$ cat config.mk
export PLATFORM = sky130hd
export DESIGN_NAME = spp_ctrl
export DESIGN_NICKNAME = d
export VERILOG_FILES = /design/src/rtl/spp_pkg.sv /design/src/rtl/spp_ctrl.sv
export SDC_FILE = /design/constraint.sdc
export NUM_CORES = 1
export LEC_CHECK = 0
export BUFFER_PORTS_ARGS = -buffer_cell sky130_fd_sc_hd__buf_2
export CAP_MARGIN = 20
export CORE_ASPECT_RATIO = 0.8
export CORE_MARGIN = 2
export CORE_UTILIZATION = 42
export CTS_BUF_LIST = sky130_fd_sc_hd__clkbuf_4 sky130_fd_sc_hd__clkbuf_8
export DETAILED_ROUTE_END_ITERATION = 7
export PLACE_DENSITY_LB_ADDON = 0.08
export SETUP_SLACK_MARGIN = 0.5
export SYNTH_ARGS = -nofsm -noshare
export SYNTH_HDL_FRONTEND = slang
export SYNTH_SLANG_ARGS = --single-unit
$ cat constraint.sdc
create_clock -name aclk -period 12.2 [get_ports aclk]
set_clock_uncertainty 0.2 [all_clocks]
set_input_delay 2.44 -clock aclk [delete_from_list [all_inputs] [get_ports aclk]]
set_output_delay 2.44 -clock aclk [all_outputs]
set_load 0.05 [all_outputs]
$ cat src/rtl/spp_pkg.sv
`default_nettype none

package spp_pkg;

    localparam int DATA_W = 32;

    // action codes of an input word
    localparam logic [1:0] ACT_CLEAR = 2'd0;
    localparam logic [1:0] ACT_LOAD  = 2'd1;
    localparam logic [1:0] ACT_READ  = 2'd2;

    typedef struct packed {
        logic [1:0]               action;
        logic signed [DATA_W-1:0] element_value;
    } in_word_t;

    typedef struct packed {
        logic signed [DATA_W-1:0] result_value;
        logic                     last_flag;
        logic                     empty_flag;
        logic                     overflow_flag;
    } out_word_t;

    // strobes toward the two element stores
    typedef struct packed {
        logic below_we;
        logic below_re;
        logic above_we;
        logic above_re;
    } mem_ctl_t;

endpackage

`default_nettype wire

$ cat src/rtl/spp_ctrl.sv
`default_nettype none

module spp_ctrl #(
    parameter int SET_DEPTH = 1024,
    localparam int ADDR_W = $clog2(SET_DEPTH),
    localparam int CNT_W  = $clog2(SET_DEPTH + 1)
) (
    input  wire logic                              aclk,
    input  wire logic                              aresetn,
    input  wire logic                              cfg_wr_en,
    input  wire logic signed [spp_pkg::DATA_W-1:0] cfg_wr_data,
    input  wire logic                              s_valid,
    output logic                                   s_ready,
    input  wire spp_pkg::in_word_t                 s_data,
    output logic                                   m_valid,
    input  wire logic                              m_ready,
    output spp_pkg::out_word_t                     m_data,
    output spp_pkg::mem_ctl_t                      mem_ctl,
    output logic [ADDR_W-1:0]                      mem_wr_addr,
    output logic [spp_pkg::DATA_W-1:0]             mem_wr_data,
    output logic [ADDR_W-1:0]                      mem_rd_addr,
    input  wire logic [spp_pkg::DATA_W-1:0]        below_rd_data,
    input  wire logic [spp_pkg::DATA_W-1:0]        above_rd_data
);

    import spp_pkg::*;

    typedef enum logic [1:0] {
        ST_IDLE = 2'b01,
        ST_READ = 2'b10
    } state_t;

    typedef enum logic [1:0] {
        SRC_NONE,
        SRC_BELOW,
        SRC_PIVOT,
        SRC_ABOVE
    } src_t;

    state_t                   state_reg, state_next;
    logic signed [DATA_W-1:0] pivot_reg, pivot_next;
    logic [CNT_W-1:0]         below_cnt_reg, below_cnt_next;
    logic [CNT_W-1:0]         above_cnt_reg, above_cnt_next;
    logic [CNT_W-1:0]         equal_cnt_reg, equal_cnt_next;
    logic [CNT_W-1:0]         rd_pos_reg, rd_pos_next;
    logic                     dropped_reg, dropped_next;
    logic                     m_valid_reg, m_valid_next;
    src_t                     pend_src_reg, pend_src_next;
    logic                     pend_last_reg, pend_last_next;
    logic                     pend_ovf_reg, pend_ovf_next;
    out_word_t                m_data_reg, m_data_next;

    logic             accept;
    logic             out_free;
    logic [CNT_W-1:0] total;
    logic [CNT_W-1:0] below_equal;
    logic [CNT_W-1:0] above_pos;
    logic [CNT_W-1:0] rd_pos_inc;

    assign accept      = s_valid && s_ready;
    assign out_free    = !m_valid_reg || m_ready;
    assign below_equal = below_cnt_reg + equal_cnt_reg;
    assign total       = below_equal + above_cnt_reg;
    assign above_pos   = rd_pos_reg - below_equal;
    assign rd_pos_inc  = rd_pos_reg + CNT_W'(1);

    assign s_ready = (state_reg == ST_IDLE);
    assign m_valid = m_valid_reg;
    assign m_data  = m_data_reg;

    always_comb begin
        state_next     = state_reg;
        pivot_next     = pivot_reg;
        below_cnt_next = below_cnt_reg;
        above_cnt_next = above_cnt_reg;
        equal_cnt_next = equal_cnt_reg;
        rd_pos_next    = rd_pos_reg;
        dropped_next   = dropped_reg;
        pend_src_next  = pend_src_reg;
        pend_last_next = pend_last_reg;
        pend_ovf_next  = pend_ovf_reg;
        m_valid_next   = m_valid_reg;
        m_data_next    = m_data_reg;

        mem_ctl     = '0;
        mem_wr_addr = below_cnt_reg[ADDR_W-1:0];
        mem_wr_data = s_data.element_value;
        mem_rd_addr = rd_pos_reg[ADDR_W-1:0];

        if (cfg_wr_en) begin
            pivot_next = cfg_wr_data;
        end

        // drain the output register
        if (m_valid_reg && m_ready) begin
            m_valid_next = 1'b0;
        end

        unique case (state_reg)
            ST_IDLE: begin
                if (accept) begin
                    unique case (s_data.action)
                        ACT_CLEAR: begin
                            below_cnt_next = '0;
                            above_cnt_next = '0;
                            equal_cnt_next = '0;
                            rd_pos_next    = '0;
                            dropped_next   = 1'b0;
                        end
                        ACT_LOAD: begin
                            if (total >= CNT_W'(SET_DEPTH)) begin
                                dropped_next = 1'b1;
                            end else if (s_data.element_value < pivot_reg) begin
                                mem_ctl.below_we = 1'b1;
                                below_cnt_next   = below_cnt_reg + CNT_W'(1);
                            end else if (s_data.element_value > pivot_reg) begin
                                mem_ctl.above_we = 1'b1;
                                mem_wr_addr      = above_cnt_reg[ADDR_W-1:0];
                                above_cnt_next   = above_cnt_reg + CNT_W'(1);
                            end else begin
                                equal_cnt_next = equal_cnt_reg + CNT_W'(1);
                            end
                        end
                        ACT_READ: begin
                            pend_ovf_next  = dropped_reg;
                            pend_last_next = 1'b0;
                            state_next     = ST_READ;
                            if (rd_pos_reg >= total) begin
                                pend_src_next = SRC_NONE;
                            end else begin
                                rd_pos_next    = rd_pos_inc;
                                pend_last_next = (rd_pos_inc == total);
                                if (rd_pos_reg < below_cnt_reg) begin
                                    pend_src_next    = SRC_BELOW;
                                    mem_ctl.below_re = 1'b1;
                                end else if (rd_pos_reg < below_equal) begin
                                    pend_src_next = SRC_PIVOT;
                                end else begin
                                    pend_src_next    = SRC_ABOVE;
                                    mem_ctl.above_re = 1'b1;
                                    mem_rd_addr      = above_pos[ADDR_W-1:0];
                                end
                            end
                        end
                        default: begin
                        end
                    endcase
                end
            end
            ST_READ: begin
                // store data is valid now; hold it until the output slot frees
                if (out_free) begin
                    m_valid_next              = 1'b1;
                    m_data_next.last_flag     = pend_last_reg;
                    m_data_next.empty_flag    = (pend_src_reg == SRC_NONE);
                    m_data_next.overflow_flag = pend_ovf_reg;
                    case (pend_src_reg)
                        SRC_BELOW: m_data_next.result_value = below_rd_data;
                        SRC_ABOVE: m_data_next.result_value = above_rd_data;
                        SRC_PIVOT: m_data_next.result_value = pivot_reg;
                        default:   m_data_next.result_value = '0;
                    endcase
                    state_next = ST_IDLE;
                end
            end
            default: begin
                state_next = ST_IDLE;
            end
        endcase
    end

    always_ff @(posedge aclk) begin
        if (!aresetn) begin
            state_reg     <= ST_IDLE;
            pivot_reg     <= '0;
            below_cnt_reg <= '0;
            above_cnt_reg <= '0;
            equal_cnt_reg <= '0;
            rd_pos_reg    <= '0;
            dropped_reg   <= 1'b0;
            m_valid_reg   <= 1'b0;
        end else begin
            state_reg     <= state_next;
            pivot_reg     <= pivot_next;
            below_cnt_reg <= below_cnt_next;
            above_cnt_reg <= above_cnt_next;
            equal_cnt_reg <= equal_cnt_next;
            rd_pos_reg    <= rd_pos_next;
            dropped_reg   <= dropped_next;
            m_valid_reg   <= m_valid_next;
        end
    end

    always_ff @(posedge aclk) begin
        pend_src_reg  <= pend_src_next;
        pend_last_reg <= pend_last_next;
        pend_ovf_reg  <= pend_ovf_next;
        m_data_reg    <= m_data_next;
    end

endmodule

`default_nettype wire
**After elaboration in Yosys (flattened, before gate mapping)**

Index checks and enable logic that the tools add are counted.

- Flip-flop bits (word level): 119
- Input port bits: 135
- Output and inout port bits: 93
- Word-level logic and storage cells: 117

- $add $sub $neg: 7
- $lt $le $gt $ge: 6
- Equality and inequality tests: 18
- Multiplexer cells: 53
- Reduce and logical (&&, ||, !) cells: 17

Operators with widths:

| cell | number |
|---|---|
| $mux 10 | 12 |
| $mux 11 | 9 |
| $pmux 32 s3 | 1 |
| $pmux 11 s2 | 4 |
| $add 11x1->11 const B | 4 |
| $gt 32x32->1 | 1 |
| $lt 32x32->1 | 1 |
| $add 11x11->11 | 2 |
| $lt 11x11->1 | 2 |
| $mux 1 | 20 |
| $ne 2x2->1 const B | 8 |
| $reduce_and 6->1 | 2 |
| $eq 11x11->1 | 1 |
| $ge 11x11->1 | 1 |
| $ge 11x11->1 const B | 1 |
| $sub 10x10->10 | 1 |
| $eq 2x2->1 const B | 4 |
| $mux 4 | 2 |
| $reduce_and 4->1 | 2 |
| $eq 2x1->1 const B | 3 |
| $mux 2 | 3 |
| $reduce_and 3->1 | 2 |
| $reduce_and 5->1 | 1 |
| $logic_not 2->1 | 2 |
| other kinds (9) | 12 |

**Longest topological paths before layout**

- Word-level depth: 8
- Gate-level depth with buffers: 24
- Mapped depth without buffers: 23

**Least setup slack after synthesis**

No wires, ideal clock.

- Kind: input -> output
- Start: in s_data[29] in the netlist's numbering
- End: out mem_wr_addr[1]
- Data arrival time: 5.673 ns
- Data required time: 9.560 ns
- Path slack: 3.887 ns
- Cell stages on the path: 10
- Buffers on the path: 1
- Cells stage by stage: ha_1 -> nand3_1 -> or4_4 -> nor3_2 -> nor2_1 -> o2111a_2 -> or3_1 -> nor3_1 -> clkbuf_1 -> o21ai_0

- Word-level cells in the longest chain between the ends: 7
- Elaborated cells on any way between the ends: 8
- Those cells by class: order compare (2); mux (6)

Ends and longest elaborated chain:

| element | RTL line | RTL |
|---|---|---|
| start: declaration | spp_ctrl.sv:14 | `input wire spp_pkg::in_word_t s_data,` |
| $gt 32x32->1 | spp_ctrl.sv:116 | `end else if (s_data.element_value > pivot_reg) begin` |
| $mux 10 | spp_ctrl.sv:116 |  |
| $mux 10 (*) | spp_ctrl.sv:113 | `end else if (s_data.element_value < pivot_reg) begin` |
| $mux 10 (*) | spp_ctrl.sv:111 | `if (total >= CNT_W'(SET_DEPTH)) begin` |
| $mux 10 (*) | spp_ctrl.sv:102 | `unique case (s_data.action)` |
| $mux 10 (*) | spp_ctrl.sv:101 | `if (accept) begin` |
| $mux 10 (*) | spp_ctrl.sv:99 | `unique case (state_reg)` |
| end: declaration | spp_ctrl.sv:19 | `output logic [ADDR_W-1:0] mem_wr_addr,` |

Mark *: on every way between the ends. The rest lies on a longest branch, timed or not.

**Worst setup path after layout**

- Start: reg below_cnt_reg[1]
- End: out mem_rd_addr[5]

- Word-level cells in the longest chain between the ends: 8
- Elaborated cells on any way between the ends: 12
- Those cells by class: add/sub (3); order compare (3); mux (6)

Ends and longest elaborated chain:

| element | RTL line | RTL |
|---|---|---|
| start: declaration | spp_ctrl.sv:42 | `logic [CNT_W-1:0] below_cnt_reg, below_cnt_next;` |
| start signal: assignment | spp_ctrl.sv:185 | `below_cnt_reg <= below_cnt_next;` |
| parallel branches: the longest is 4 deep, another holds $add 11x11->11 | - |  |
| $mux 10 (*) | spp_ctrl.sv:128 | `if (rd_pos_reg >= total) begin` |
| $mux 10 (*) | spp_ctrl.sv:102 |  |
| $mux 10 (*) | spp_ctrl.sv:101 |  |
| $mux 10 (*) | spp_ctrl.sv:99 |  |
| end: declaration | spp_ctrl.sv:21 | `output logic [ADDR_W-1:0] mem_rd_addr,` |

Every way passes the cells marked *.

==> impl_metrics.env <==
export IMPL_status="finished clean"
export IMPL_finalCritPeriodShare=0.7579
export IMPL_synth_mux_area_frac=0.09657
export IMPL_max_freq_mhz=108.2
export IMPL_clk_path_buf_depth=2
export IMPL_fin_crit_ps=9246
export IMPL_synth_ff_type="dfxtp_1"
export IMPL_synth_edff_count=39
export IMPL_cts_tree="built"
export IMPL_cts_buffers_inserted=17
export IMPL_rsz0062_at_grt="false"
export IMPL_gp_congestion=0.8873
export IMPL_grt_overflow=0
export IMPL_nets=1346
export IMPL_dp_slack_ps=3498
export IMPL_post_place_cells=1363
export IMPL_routed_via_count=7348
export IMPL_synth_fa_ha_area_frac=0.1348
export IMPL_root_buffer="clkbuf_8"
export IMPL_grt_pass1_vias=6709
export IMPL_synthArstFlopShare=0
export IMPL_dpl_cell_area_mm2=0.009776
export IMPL_grt_pass1_wl_mm=37.37
export IMPL_die_y_um=132.1
export IMPL_cts_sinks=119
export IMPL_start_util=0.4314
export IMPL_ir_drop_mv=0.05960
export IMPL_synth_nets=1157
export IMPL_worstSetupEndpointType="output port"
export IMPL_h_tree_depth=4
export IMPL_synth_compound_area_frac=0.1690
export IMPL_synth_area_leaders="dfxtp_1 (19%), edfxtp_1 (14%), ha_1 (13%)"
export IMPL_slew_headroom=0.3043
export IMPL_ys_warnings_count=0
export IMPL_syn_to_final_growth_pct=18.18
export IMPL_clk_pin_slew_ps=80
export IMPL_core_area_mm2=0.01997
export IMPL_drv_cap=0
export IMPL_drv_slew=0
export IMPL_setup_viol=0
export IMPL_postCtsSetupBuffers=0
export IMPL_grt_max_degree=55
export IMPL_drive_gt1_frac=0.2886
export IMPL_n_antenna_cell=0
export IMPL_dr_pass1_iters=5
export IMPL_grt_antenna_before_repair=0
export IMPL_grt_use_total=0.2234
export IMPL_syn_area_mm2=0.008616
export IMPL_drc_errors=0
export IMPL_synth_simple_area_share=0.1510
export IMPL_yosysSeqAreaShare=0.3218
export IMPL_final_area_mm2=0.01018
export IMPL_fp_dieW_um=164.1
export IMPL_filler_cell_count=1938
export IMPL_leakage_nw=4.561
export IMPL_yosys_area_top_type="dfxtp_1"
export IMPL_die_area_mm2=0.02168
export IMPL_arrival_ps=6610
export IMPL_tightest_slew_ps=1044
export IMPL_largest_reg_flops=35
export IMPL_antenna_left=0
export IMPL_cp_required_ps=9560
export IMPL_holdBufCountCts=0
export IMPL_netlist_instances=931
export IMPL_layout_cells_non_filler=1397
export IMPL_setup_ws_ps=2954
export IMPL_drt_first_iter_violations=494
export IMPL_finalHoldViolCount=0
export IMPL_synth_seq_cells=119
export IMPL_power_density_mw_per_mm2=94.42
export IMPL_avgViaCountPerCell=5.260
export IMPL_pin_count=228
export IMPL_synth_xor_area_share=0.05068
export IMPL_ctsResizeCount=0
export IMPL_hp_class="flop to flop"
export IMPL_syn_avg_cell_area_um2=9.254
export IMPL_numPortBuffers=227
export IMPL_ys_types=70
export IMPL_worstSetupStartpointType="flop"
export IMPL_wl_per_cell_um=17.34
export IMPL_dp_hpwl_mm=18.93
export IMPL_timing_setup_tns_ps=0
export IMPL_routed_wl_mm=24.22
export IMPL_clock_latency_ps=450
export IMPL_path_class="flop to output port"
export IMPL_synth_top_family_by_area="compound AO/OA/AOI/OAI gates"
export IMPL_synth_top_area_frac=0.1859
export IMPL_rows=46
export IMPL_worstPathMaxFanout=11
-- cell families (layout without fill, tap and decap cells) --
group                    after synthesis  in the layout
XOR/XNOR                              49             49
buffers and inverters                140            342
multiplexers                          78             78
flip-flops                           119            119
AO/OA/AOI/OAI                        216            216
AND/OR/NAND/NOR                      238            238
adder cells (fa/ha/maj)               91             91
-- synthesized netlist by cell type (all sizes together) (5+ instances only) --
library cell,instances
inv,74
o21ai,52
a31oi,7
a21boi,6
nand4,9
a211oi,7
clkbuf,25
a31o,5
ha,88
o31ai,7
a21oi,57
or4,7
dfxtp,80
nor3,12
nand3,29
mux2i,37
or3,16
edfxtp,39
a21o,11
mux2,41
buf,41
and3,11
nor2,40
nor2b,42
o211ai,7
xnor2,30
xor2,19
nand2b,10
nand2,41
a22o,32
-- placed cells by master (no fill, tap or decap), types with 9 or more instances in the layout --
| cell | netlist | routed |
|---|---|---|
| nand3_1 | 29 | 29 |
| a21o_1 | 11 | 11 |
| xor2_1 | 19 | 19 |
| dfxtp_1 | 80 | 80 |
| inv_1 | 73 | 73 |
| edfxtp_1 | 39 | 39 |
| and3_1 | 11 | 11 |
| a22o_1 | 32 | 32 |
| nand2b_1 | 10 | 10 |
| nand2_1 | 41 | 41 |
| nand4_1 | 9 | 9 |
| buf_2 | 5 | 228 |
| or3_1 | 16 | 16 |
| nor2b_1 | 42 | 40 |
| ha_1 | 88 | 88 |
| clkbuf_8 | 0 | 17 |
| nor2_1 | 39 | 39 |
| mux2_2 | 33 | 33 |
| a21oi_1 | 57 | 57 |
| xnor2_1 | 29 | 29 |
| mux2i_1 | 37 | 37 |
| o21ai_0 | 46 | 45 |
-- power breakdown --
group	switching [mW]	internal (mW)
combinational	0.103	0.0722
sequential	0.00935	0.418
clock	0.190	0.169
-- per-layer routing --
| layer | share of wire | vias up | track usage | wire length (um) |
|---|---|---|---|---|
| met5 | 0 | - | 0 | 0 |
| met4 | 0.013 | 0 | 0.05117 | 315 |
| met3 | 0.062 | 24 | 0.04372 | 1501 |
| met2 | 0.40 | 219 | 0.3110 | 9781 |
| met1 | 0.52 | 3378 | 0.3495 | 12620 |
| li1 | - | 3727 | - | - |
-- metrics by stage --
step,utilization,hold WS [ps],power [mW]
floorplan,-,200.3,0.5588
global placement,0.4895,206.9,0.6102
detailed placement,0.4895,205.4,0.6105
CTS,0.5086,223.4,0.9713
global route,0.5098,227.9,1.003
finish,0.5098,223.8,0.9614
-- worst max-delay path: stages, from the launching register on --
cell	delay [ps]
dfxtp_1	480
ha_1	280
a21o_1	150
a21oi_1	230
o21bai_1	100
a21oi_1	230
o21bai_1	80
a21oi_1	220
o21bai_1	90
a21oi_1	250
xnor2_1	170
ha_1	310
a211oi_1	210
a21oi_1	60
a311o_1	360
xnor2_2	460
inv_2	120
ha_1	330
o211ai_1	180
a31oi_1	240
nor3_4	340
nand3_1	550
mux2_1	500
buf_2	210
-- path summary, 6_finish.rpt --
path	startpoint	end	slack, ps	cells past startpoint
setup / recovery	below_cnt_reg[1]	mem_rd_addr[5]	2950	23
setup reg to reg	below_cnt_reg[1]	rd_pos_reg[8]	6490	23
hold / removal	pend_ovf_reg	m_data[0]	220	0
hold reg to reg	pend_ovf_reg	m_data[0]	220	0
-- cell type report --
type	instances	area [um^2]	area share
clock inverters	14	140.1	0.01376
repair buffers	236	1214	0.1192
well taps	264	330.3	0.03244
inverters	74	277.8	0.02728
clock buffers	18	241.5	0.02372
multi-input cells	672	5206	0.5113
flip-flops and latches	119	2773	0.2723
No activity file was read; power rests on OpenSTA's default activity.
